<file path="src/rtl/stlu_pkg.sv">
// Shared types, codes and helpers of the symbol table lookup/insert core.
`default_nettype none

package stlu_pkg;

   localparam int TABLE_ENTRIES_DEF = 256;
   localparam int NAME_CHARS_DEF    = 32;

   localparam logic [1:0] CMD_FIND        = 2'd0;
   localparam logic [1:0] CMD_ADD         = 2'd1;
   localparam logic [1:0] CMD_CLEAR_ALL   = 2'd2;
   localparam logic [1:0] CMD_CLEAR_LOCAL = 2'd3;

   localparam logic [2:0] STATUS_OK        = 3'd0;
   localparam logic [2:0] STATUS_NOT_FOUND = 3'd1;
   localparam logic [2:0] STATUS_EXISTS    = 3'd2;
   localparam logic [2:0] STATUS_FULL      = 3'd3;
   localparam logic [2:0] STATUS_BAD_LEN   = 3'd4;

   localparam logic [7:0] CHAR_DOT = 8'h2E;
   localparam logic [7:0] CHAR_NUL = 8'h00;

   typedef struct packed {
      logic [1:0]  cmd;
      logic [7:0]  name_char;
      logic        name_last;
      logic [7:0]  id_type;
      logic [15:0] id_value;
   } req_type;

   typedef struct packed {
      logic [2:0]  status;
      logic [7:0]  entry_index;
      logic [7:0]  entry_type;
      logic [15:0] entry_value;
      logic        entry_local;
   } rsp_type;

   typedef struct packed {
      logic        is_local;
      logic [7:0]  slot_type;
      logic [15:0] hash;
      logic [15:0] value;
   } meta_type;

   typedef struct packed {
      logic shift;
      logic clear;
   } cell_ctl_type;

   // Fold ASCII a..z to A..Z.
   function automatic logic [7:0] fold_char(input logic [7:0] ch);
      logic [7:0] res;
      res = ch;
      if (ch inside {[8'h61:8'h7A]}) begin
         res = ch - 8'h20;
      end
      return res;
   endfunction

endpackage

`default_nettype wire

</file>
<file path="src/rtl/stlu_char_cell.sv">
// One character cell of the pending-name shift chain with its byte compare.
`default_nettype none

module stlu_char_cell (
   input  wire logic                      clock,
   input  wire logic                      reset,
   input  wire stlu_pkg::cell_ctl_type    ctl,
   input  wire logic [7:0]                prev_char,
   input  wire logic [7:0]                row_char,
   output logic [7:0]                     char_out,
   output logic                           match
);

   logic [7:0] cell_ff;
   logic [7:0] cell_in;

   always_comb begin
      cell_in = cell_ff;
      if (ctl.clear) begin
         cell_in = '0;
      end else if (ctl.shift) begin
         cell_in = prev_char;
      end
   end

   always_ff @(posedge clock) begin
      if (reset) begin
         cell_ff <= '0;
      end else begin
         cell_ff <= cell_in;
      end
   end

   assign char_out = cell_ff;
   assign match    = (cell_ff == row_char);

endmodule

`default_nettype wire

</file>
<file path="config.mk">
export PLATFORM = sky130hd
export DESIGN_NAME = stlu_char_cell
export DESIGN_NICKNAME = d
export VERILOG_FILES = /design/src/rtl/stlu_pkg.sv /design/src/rtl/stlu_char_cell.sv
export SDC_FILE = /design/constraint.sdc
export NUM_CORES = 1
export LEC_CHECK = 0
export ABC_CLOCK_PERIOD_IN_PS = 800
export BUFFER_PORTS_ARGS = -buffer_cell sky130_fd_sc_hd__buf_2
export CAP_MARGIN = 0
export CORE_AREA = 2 2 39 41
export DETAILED_ROUTE_END_ITERATION = 7
export DIE_AREA = 0 0 41 43
export PLACE_DENSITY = 0.65
export SYNTH_ARGS = -nofsm -noshare
export SYNTH_HDL_FRONTEND = slang
export SYNTH_SLANG_ARGS = --single-unit
export TNS_END_PERCENT = 10
</file>
<file path="constraint.sdc">
create_clock -name clock -period 0.8 [get_ports clock]
set_input_delay 0.04 -clock clock [delete_from_list [all_inputs] [get_ports clock]]
set_output_delay 0.04 -clock clock [all_outputs]
set_load 0.01 [all_outputs]
</file>
=== After elaboration in Yosys (flattened, before gate mapping) ===
Index checks and enable logic that the tools add are counted.

* Bits in latches: 0
* RAM bits: 0
* Flip-flop bits (word level): 8
* ROM bits: 0
* Memories: 0

* Magnitude comparators: 0
* Multipliers: 0
* Div/mod/pow operators: 0
* Shift operators: 0
* Equal/unequal tests: 1
* Bitwise logic cells: 0
* Reduce and logical (&&, ||, !) cells: 1
* Multiplexer cells: 0
* $add $sub $neg: 0

{| class="wikitable"
|+ Operators by type and width
! kind !! number
|-
| 8-bit == test || 1
|-
| 2-bit OR reduction || 1
|}

=== Logic depth before layout (Yosys ltp) ===
Gate-level depths: netlist of run 1.

* Depth after elaboration: 1
* Depth in mapped cells: 3
* Mapped depth without buffers: 3

=== Least setup slack after synthesis of run 1 ===
OpenSTA, ideal clock, no wires.

* Path kind: register to output
* Start: register cell_ff[2] (netlist: char_out[2])
* End: output match
* Required time: 0.760 ns
* Path slack: -0.038 ns
* Data arrival time: 0.798 ns
* Stages on the path, launching flop included: 4
* Cell sequence: dfxtp_1 xnor2_1 nand4_1 nor2_1

* Longest elaborated chain between the ends: 1

{| class="wikitable"
|+ Ends and longest elaborated chain
! element !! line !! source
|-
| start, declared || stlu_char_cell.sv:14 || <nowiki>logic [7:0] cell_ff;</nowiki>
|-
| start signal, assigned || stlu_char_cell.sv:30 || <nowiki>cell_ff <= cell_in;</nowiki>
|-
| 8-bit == test || stlu_char_cell.sv:35 || <nowiki>assign match = (cell_ff == row_char);</nowiki>
|-
| end, declared || stlu_char_cell.sv:11 || <nowiki>output logic match</nowiki>
|}

No other way between the ends.

=== Final worst setup path of run 1 ===
* Start: register cell_ff[3] (netlist: char_out[3])
* End: output match

The elaborated chain is that of the path after synthesis.

==> impl_metrics.toml, run 1 <==
[floorplan]
ios = 29
dieArea_sq_mm = 0.001763
start_util = 0.2758
core-area_sq_mm = 0.001384
num_rows = 14
die_h_um = 43
fp.dieW_um = 41

[clock_network]
root_buffer = "clkbuf_4"
cts-htree-levels = 1
cts_buffers = 3
clock_sinks = 8
clk_path_buf_depth = 2
path_clk_slew_ns = 0.05
insertion_delay_ns = 0.25
cts_tree = "yes"

[global_route]
grt_overflow = 0
antenna_found_initial = 0
grt_usage = 0.1283
grt_start_max_net_pins = 9
grt_pass1_vias = 392
grt_pass1_wl_mm = 1.483

[placed_design]
hpwl_um = 695.7
dpl_cell_area_sq_um = 576.8
finalWeightedCongestion = 0.5800
place_ws_ns = -0.08165
port_buffers = 28

[sta]
finalHoldViolCount = 0
worst_pin_slew_ns = 0.2845
finalSetupViolations = 10
setup_ws_ns = -0.3293
min_period_over_period = 1.412
maxSlewViolCount = 0
rsz0062_at_grt = "yes"
fmax_mhz = 885.5
skew_ns = 0
max_slew_margin = 0.8104
tns_ns = -0.9177
fin_crit_ns = 1.129

[logic_synthesis]
seq_area_frac_synth = 0.4197
synth_top_family_by_area = "multiplexers"
synth_warnings = 0
synthAdderAreaFrac = 0
synth.top_cell.area_share = 0.4197
syn_nets = 58
syn_area_sq_um = 381.6
postSynthAreaPerCell_sq_um = 10.04
yosysTopAreaCell = "dfxtp_1"
synthXorXnorAreaFrac = 0.1836
yosys.area_share.simple = 0.1377
synthCells = 38
synth_compound_area_frac = 0
synth.top_cells.by_area = "dfxtp_1 (42%), mux2i_1 (21%), xnor2_1 (18%)"
synth_seq_cells = 8
yosysUniqueCellTypes = 8
synthMuxAreaShare = 0.2098

[route]
wirelength_mm = 1.001
vias_per_cell = 4.511
dr.pass1.iters = 3
detail_route.wl_per_cell_um = 10.88
via_count = 415
drc_errors = 0
postRouteAntennaNets = 0
drt_iter0_markers = 1

[finish]
largest_reg_flops = 8
nFillCells = 133
nets = 98
syn2layout_area_growth_pct = 97.05
drive_gt1_frac = 0.7368
num_antenna_cells = 0
design_area_sq_um = 752.0

[critical_path]
crit_chain = "xnor2_2 > nand4_1 > nor2_2 > buf_2"
worstPathArrival_ns = 1.09
crit_type = "reg -> out"
critPathSlowestCell = "dfxtp_2"
worst_path_largest_cell_delay_ns = 0.33
cp_max_fo = 2
rr_startpoint = "char_out[3]"
crit_required_ns = 0.76
start_kind = "flip-flop"
critPathLaunch = "char_out[3]"
critPathCaptureType = "output port"

[status]
status = "finished with violations"
violations = "negative setup slack"

[worst_hold_path]
worstHoldPathType = "in -> reg"
hold_start = "prev_char[4]"

[power_and_ir_drop]
total_leakage_power_nw = 0.3712
ir_drop_mv = 0.8572
powerDensity_mw_per_mm2 = 1261

[flow_run]
drv_cap = 0
-- cells by family after synthesis --
kind of cell,Yosys count
AND/OR/NAND/NOR,12
XOR/XNOR,8
multiplexers,8
flip-flops,8
buffers and inverters,2
-- synthesized netlist by cell type (all sizes together) --
master  n
nor2    9
dfxtp   8
mux2i   8
xnor2   8
buf     2
nand4   2
or2     1
-- cell usage in the layout (no fill, tap or decap), drive strengths merged --
master,n
xnor2,8
dfxtp,8
buf,37
mux2i,8
or2,1
clkbuf,3
nand4,2
nor2,9
-- worst max-delay path, delay by kind of cell, from the launching register on --
kind / cells / cell delay [ns]
and+or+nand+nor: 2 / 0.23
xor gates and xnor gates: 1 / 0.15
buffers and inverters: 1 / 0.13
DFF: 1 / 0.33
-- cell type report --
| cell class | count | area, sq um | area share |
|---|---|---|---|
| Clock buffer | 3 | 22.52 | 0.02995 |
| Multi-Input combinational cell | 28 | 257.7 | 0.3428 |
| Sequential cell | 8 | 170.2 | 0.2263 |
| Timing Repair Buffer | 37 | 281.5 | 0.3744 |
| Tap cell | 16 | 20.02 | 0.02662 |
-- routing by layer --
metal | vias up | wire length, um | track usage
met1 | 192 | 379 | 0.1443
met5 | - | 0 | 0
met2 | 18 | 539 | 0.1906
met4 | 0 | 22 | 0.08000
li1 | 203 | - | -
met3 | 2 | 60 | 0.05236
-- worst paths after layout --
path	depth (start not counted)	to	slack, ns
max	4	match	-0.33
min	3	char_out[4]	0.03
min reg2reg	2	char_out[1]	0.54
max reg2reg	4	char_out[3]	-0.07
-- metrics by stage --
step / utilization / hold WS, ns / cells / power (W)
floorplan: - / 0.1871 / 38 / 0.0005198
CTS: 0.5054 / 0.02357 / 90 / 0.0009461
global route: 0.5434 / 0.04150 / 92 / 0.001005
finish: 0.5434 / 0.02767 / 92 / 0.0009481
detailed placement: 0.4168 / 0.2865 / 86 / 0.0005958
global placement: 0.4168 / 0.2716 / 86 / 0.0005933
-- power breakdown --
part | total, W | leakage, nW | switching (W) | internal, W
sequential | 0.000429 | 0.0688 | 0.0000139 | 0.000415
clock | 0.000299 | 0.0138 | 0.000128 | 0.000171
combinational | 0.000220 | 0.289 | 0.0000813 | 0.000139
-- timing repair --
| item | 4_1_cts | 5_1_grt |
|---|---|---|
| setup buffers | 1 | 2 |
| gates cloned | 0 | 0 |
| resized for setup | 19 | 6 |
| endpoints found under the setup margin | 8 | 11 |
| pin swaps | 8 | 7 |
| hold buffers | 0 | 0 |
No activity file was read; power rests on OpenSTA's default activity.
==> inputs of run 2 (changes only) <==
--- a/config.mk
+++ b/config.mk
@@ -5,13 +5,14 @@
 export SDC_FILE = /design/constraint.sdc
 export NUM_CORES = 1
 export LEC_CHECK = 0
+export ABC_AREA = 1
 export ABC_CLOCK_PERIOD_IN_PS = 800
 export BUFFER_PORTS_ARGS = -buffer_cell sky130_fd_sc_hd__buf_2
 export CAP_MARGIN = 0
-export CORE_AREA = 2 2 39 41
+export CORE_MARGIN = 1
+export CORE_UTILIZATION = 30
 export DETAILED_ROUTE_END_ITERATION = 7
-export DIE_AREA = 0 0 41 43
-export PLACE_DENSITY = 0.65
+export PLACE_DENSITY = 0.63
 export SYNTH_ARGS = -nofsm -noshare
 export SYNTH_HDL_FRONTEND = slang
 export SYNTH_SLANG_ARGS = --single-unit
==> impl_metrics.toml, run 2 <==
[logic_synthesis]
yosysTopAreaCell = "dfxtp_1"
synth_edf_count = 0
syn_nets = 95
seq_area_frac_synth = 0.3325
postSynthAreaPerCell_sq_um = 6.423
synth_common_cells = "nand2_1 (26), nor2_1 (14), inv_1 (13)"
synth.top_cell.area_share = 0.3325
yosysUniqueCellTypes = 10
synth.top_cells.by_area = "dfxtp_1 (33%), nand2_1 (20%), a211oi_2 (13%)"
syn_area_sq_um = 481.7
synth_most_common_cell = "nand2_1"
synth_seq_cells = 8
synth_async_sr_flop_share = 0
synthFlopType = "dfxtp_1"
synth_warnings = 0
synthCells = 75

[flow_run]
drv_cap = 0

[global_route]
grt_usage = 0.1450
antenna_found_initial = 0
grt_pass1_vias = 490
grt_start_max_net_pins = 14
grt_pass1_wl_mm = 1.952
grt_overflow = 0

[placed_design]
place_ws_ns = -0.07258
hpwl_um = 820.8
finalWeightedCongestion = 0.7156
port_buffers = 28

[finish]
largest_reg_flops = 8
mostFrequentLayoutCell = "nand2_1"
drive_gt1_frac = 0.5446
num_antenna_cells = 0
most-common-layout-cells = "nand2_1 (26), buf_2 (25), nor2_1 (13), inv_1 (8), dfxtp_2 (8)"
post-route-util = 0.4967
nets = 134
syn2layout_area_growth_pct = 55.32

[clock_network]
cts_setup_buffers = 0
cts_buffers = 3
cts_tree = "yes"
clock_sinks = 8
insertion_delay_ns = 0.25
path_clk_slew_ns = 0.06
clk_path_buf_depth = 2
root_buffer = "clkbuf_4"
cts-htree-levels = 1

[sta]
skew_ns = 0
min_period_over_period = 1.424
hold_slack_ns = 0.02340
maxSlewViolCount = 0
rsz0062_at_grt = "yes"
finalHoldViolCount = 0
tns_ns = -0.4531
max_slew_margin = 0.7245
setup_ws_ns = -0.3391
finalSetupViolations = 4
worst_pin_slew_ns = 0.4132
fin_crit_ns = 1.139
fmax_mhz = 877.9

[power_and_ir_drop]
ir_drop_mv = 0.6287
power_switching_w = 0.0002608
powerDensity_mw_per_mm2 = 1282
seq_power_share = 0.448
power_frac_comb = 0.223
pwr-share-clk = 0.329
p_sw_frac = 0.2719
cell_internal_pwr_w = 0.0006983
total_leakage_power_nw = 0.4140
fin_total_pwr_w = 0.0009590

[floorplan]
fp.dieW_um = 42.07
ios = 29
dieArea_sq_mm = 0.001770
core-area_sq_mm = 0.001506
start_util = 0.3198
num_rows = 14
die_h_um = 42.07

[status]
status = "finished with violations"
violations = "negative setup slack"

[critical_path]
r2r_end = "char_out[4]"
reg2reg_depth = 3
critPathSlowestCell = "dfxtp_2"
crit_type = "reg -> out"
crit_chain = "inv_2 > nand2_1 > nand2_1 > nor2_1 > nand2_1 > nor2_2 > buf_2"
worst_path_largest_cell_delay_ns = 0.34
critPathCaptureType = "output port"
start_kind = "flip-flop"
cp_max_fo = 3
crit_required_ns = 0.76
path_delay_family = "simple AND/OR/NAND/NOR gates"
rr_startpoint = "char_out[4]"
worst-path-buf-inv = 2
worstPathArrival_ns = 1.10
critPathLaunch = "char_out[6]"
cpMostUsedCell = "nand2_1"
r2r_setup_slack_ns = 0.04

[worst_hold_path]
holdPathEnd = "char_out[5]"
min_path_cells = 3
hold_start = "prev_char[5]"
worstHoldPathType = "in -> reg"

[route]
drc_errors = 0
postRouteAntennaNets = 0
drt_iter0_markers = 9
via_count = 555
wirelength_mm = 1.106
vias_per_cell = 4.336
detail_route.wl_per_cell_um = 8.641
dr.pass1.iters = 4
-- run 2: cell types whose count changed after synthesis, moves of 2 or more --
cell      delta
a211oi_2     +5
a21oi_1      +3
inv_1       +13
mux2i_1      -8
nand2_1     +26
nand4_1      -2
nor2_1       +5
nor2_2       +2
xnor2_1      -8
-- run 2: final cells by class --
class                   instances  area (sq um)
fillers                       165         758.2
multi-input cells              51         249.0
repair buffers                 36         234.0
flip-flops and latches          8         170.2
inverters                      14         52.55
clock buffers                   3         22.52
well taps                      16         20.02
-- run 2: worst max path at each step --
stage	endpoint	slack, ns	depth (start not counted)
after CTS	match	-0.34	6
after floorplan	match	-0.002	6
after global routing	match	-0.43	7
after global placement	match	-0.08	6
after detailed placement	match	-0.07	7
final	match	-0.34	7
-- run 2: worst register-to-register path, stage by stage, from the launching register on --
cell      delay [ns]
dfxtp_2         0.34
inv_2           0.04
buf_4           0.12
a211oi_2        0.19
-- run 2: metrics by stage --
stage               instance area, sq um  std cells
floorplan                          494.2         75
global placement                   691.9        125
detailed placement                 691.9        125
CTS                                733.2        128
global route                       748.2        128
finish                             748.2        128
-- run 2: cell families after synthesis --
group,after synthesis,share of synthesized area
and+or+nand+nor,43,0.3506
buffers and inverters,16,0.1558
DFF,8,0.3325
AOI/OAI and AO/OA,8,0.1610
-- run 2: metal layers --
metal	up-vias	share of wire	GRT usage
met5	-	0	0
met3	2	0.069	0.04310
met1	235	0.43	0.1627
li1	298	-	-
met4	0	0.0099	0.07500
met2	20	0.49	0.2469
-- run 2: power by group through the flow --
stage	clock network [W]	registers [W]	logic, W
3_5_place_dp	0	0.000436	0.000202
6_report	0.000316	0.000430	0.000214
4_1_cts	0.000321	0.000428	0.000211
3_3_place_gp	0	0.000435	0.000200
5_1_grt	0.000337	0.000432	0.000241
2_1_floorplan	0	0.000445	0.000102
-- run 2: what timing repair did --
action	4_1_cts	5_1_grt
resized for setup	4	7
pin swaps	4	7
endpoints found under the setup margin	4	7
hold buffers	0	0
==> inputs of run 3 (changes only) <==
--- a/config.mk
+++ b/config.mk
@@ -6,13 +6,12 @@
 export NUM_CORES = 1
 export LEC_CHECK = 0
 export ABC_AREA = 1
-export ABC_CLOCK_PERIOD_IN_PS = 800
+export ABC_CLOCK_PERIOD_IN_PS = 900
 export BUFFER_PORTS_ARGS = -buffer_cell sky130_fd_sc_hd__buf_2
 export CAP_MARGIN = 0
-export CORE_MARGIN = 1
 export CORE_UTILIZATION = 30
 export DETAILED_ROUTE_END_ITERATION = 7
-export PLACE_DENSITY = 0.63
+export PLACE_DENSITY = 0.65
 export SYNTH_ARGS = -nofsm -noshare
 export SYNTH_HDL_FRONTEND = slang
 export SYNTH_SLANG_ARGS = --single-unit
==> constraint.sdc (replaced) <==
create_clock -name clock -period 0.9 [get_ports clock]
set_input_delay 0.045 -clock clock [delete_from_list [all_inputs] [get_ports clock]]
set_output_delay 0.045 -clock clock [all_outputs]
set_load 0.01 [all_outputs]
==> impl_metrics.toml, run 3 (same netlist as run 2, synthesis figures left out) <==
[status]
status = "finished with violations"
violations = "negative setup slack"

[clock_network]
cts_buffers = 3
cts-htree-levels = 1
insertion_delay_ns = 0.25
clk_path_buf_depth = 2
path_clk_slew_ns = 0.05
root_buffer = "clkbuf_4"
cts_tree = "yes"
clock_sinks = 8

[global_route]
grt_overflow = 0
grt_pass1_vias = 492
grt.busiest_layer = "met2"
met2_usage = 0.2563
antenna_found_initial = 0
use_met1 = 0.1463
grt_pass1_wl_mm = 1.883
grt_usage = 0.1476
grtUsageMet3 = 0.08190
grt_start_max_net_pins = 14

[sta]
fmax_mhz = 855.7
max_slew_margin = 0.7489
finalSetupViolations = 1
min_period_over_period = 1.299
setup_ws_ns = -0.2687
worst_pin_slew_ns = 0.3767
maxSlewViolCount = 0
skew_ns = 0
finalHoldViolCount = 0
fin_crit_ns = 1.169
rsz0062_at_grt = "yes"

[floorplan]
core-area_sq_mm = 0.001506
ios = 29
start_util = 0.3198
fp.dieW_um = 42.07
dieArea_sq_mm = 0.001770
die_h_um = 42.07
num_rows = 14

[critical_path]
crit_required_ns = 0.85
worstPathArrival_ns = 1.12
start_kind = "flip-flop"
critPathCaptureType = "output port"
cp_max_fo = 3
crit_type = "reg -> out"

[finish]
drive_gt1_frac = 0.5182
largest_reg_flops = 8
nFillCells = 169
most-common-layout-cells = "buf_2 (28), nand2_1 (26), nor2_1 (12), inv_1 (11), dfxtp_2 (8)"
nets = 132
mostFrequentLayoutCell = "buf_2"
syn2layout_area_growth_pct = 45.71
num_antenna_cells = 0
final_cells = 126

[power_and_ir_drop]
ir_drop_mv = 1.076
total_leakage_power_nw = 0.3973
powerDensity_mw_per_mm2 = 1187
fin_total_pwr_w = 0.0008329

[route]
via_count = 544
wirelength_mm = 1.101
vias_per_cell = 4.317
postRouteAntennaNets = 0
dr.pass1.iters = 4
detail_route.wl_per_cell_um = 8.738
drc_errors = 0
drt_iter0_markers = 10

[placed_design]
placedCellCount = 122
port_buffers = 28
place_ws_ns = -0.05563
hpwl_um = 857.1
finalWeightedCongestion = 0.6364

[flow_run]
drv_cap = 0

[worst_hold_path]
worstHoldPathType = "in -> reg"
run 3: changes by cell type in the layout (fill, tap and decap cells not counted), sizes merged:
cell  delta
buf      -2
run 3: repair_timing:
item / in CTS / in global routing
pin swaps: 8 / 5
gates cloned: 0 / 0
setup buffers: 0 / 1
endpoints found under the setup margin: 1 / 1
hold buffers: 0 / 0
endpoints found under the hold margin: 0 / 0
resized for setup: 8 / 3
run 3: stage by stage:
stage | hold WS (ns) | utilization | area, sq um | setup TNS [ns]
2_1_floorplan | 0.1839 | - | 484.2 | 0
3_3_place_gp | 0.2946 | 0.4377 | 659.4 | -0.04295
3_5_place_dp | 0.2998 | 0.4377 | 659.4 | -0.05563
4_1_cts | 0.01885 | 0.4576 | 689.4 | -0.2760
5_1_grt | 0.01780 | 0.4659 | 701.9 | -0.3662
6_report | 0.02769 | 0.4659 | 701.9 | -0.2687
run 3: final timing paths:
| check | from | endpoint | slack [ns] | depth (start not counted) |
|---|---|---|---|---|
| hold / removal | prev_char[5] | char_out[5] | 0.03 | 3 |
| setup / recovery | char_out[7] | match | -0.27 | 7 |
| setup reg to reg | char_out[2] | char_out[2] | 0.08 | 3 |
| hold reg to reg | char_out[1] | char_out[1] | 0.48 | 2 |
run 3: power by group:
part	switching [W]	internal (W)
clock	0.000121	0.000153
sequential	0.0000111	0.000371
combinational	0.0000905	0.0000861
total	0.000223	0.000610
run 3: routing by layer:
| metal | up-vias | part of all wire |
|---|---|---|
| li1 | 295 | - |
| met3 | 2 | 0.079 |
| met1 | 226 | 0.39 |
| met2 | 21 | 0.52 |
| met4 | 0 | 0.011 |
| met5 | - | 0 |
run 3: area by class of cell:
cell class | instances | area (sq um) | share of cell area
tap | 16 | 20.02 | 0.02852
clock buffer | 3 | 22.52 | 0.03209
inverter | 14 | 52.55 | 0.07487
multi-input combinational | 51 | 251.5 | 0.3583
sequential | 8 | 170.2 | 0.2424
timing repair buffer | 34 | 185.2 | 0.2638
run 3: critical path: stages, from the launching register on:
cell     delay, ns
dfxtp_2       0.33
inv_1         0.05
nand2_1       0.05
nand2_1       0.05
nor2_1        0.11
nand2_1       0.07
nor2_2        0.09
buf_2         0.13
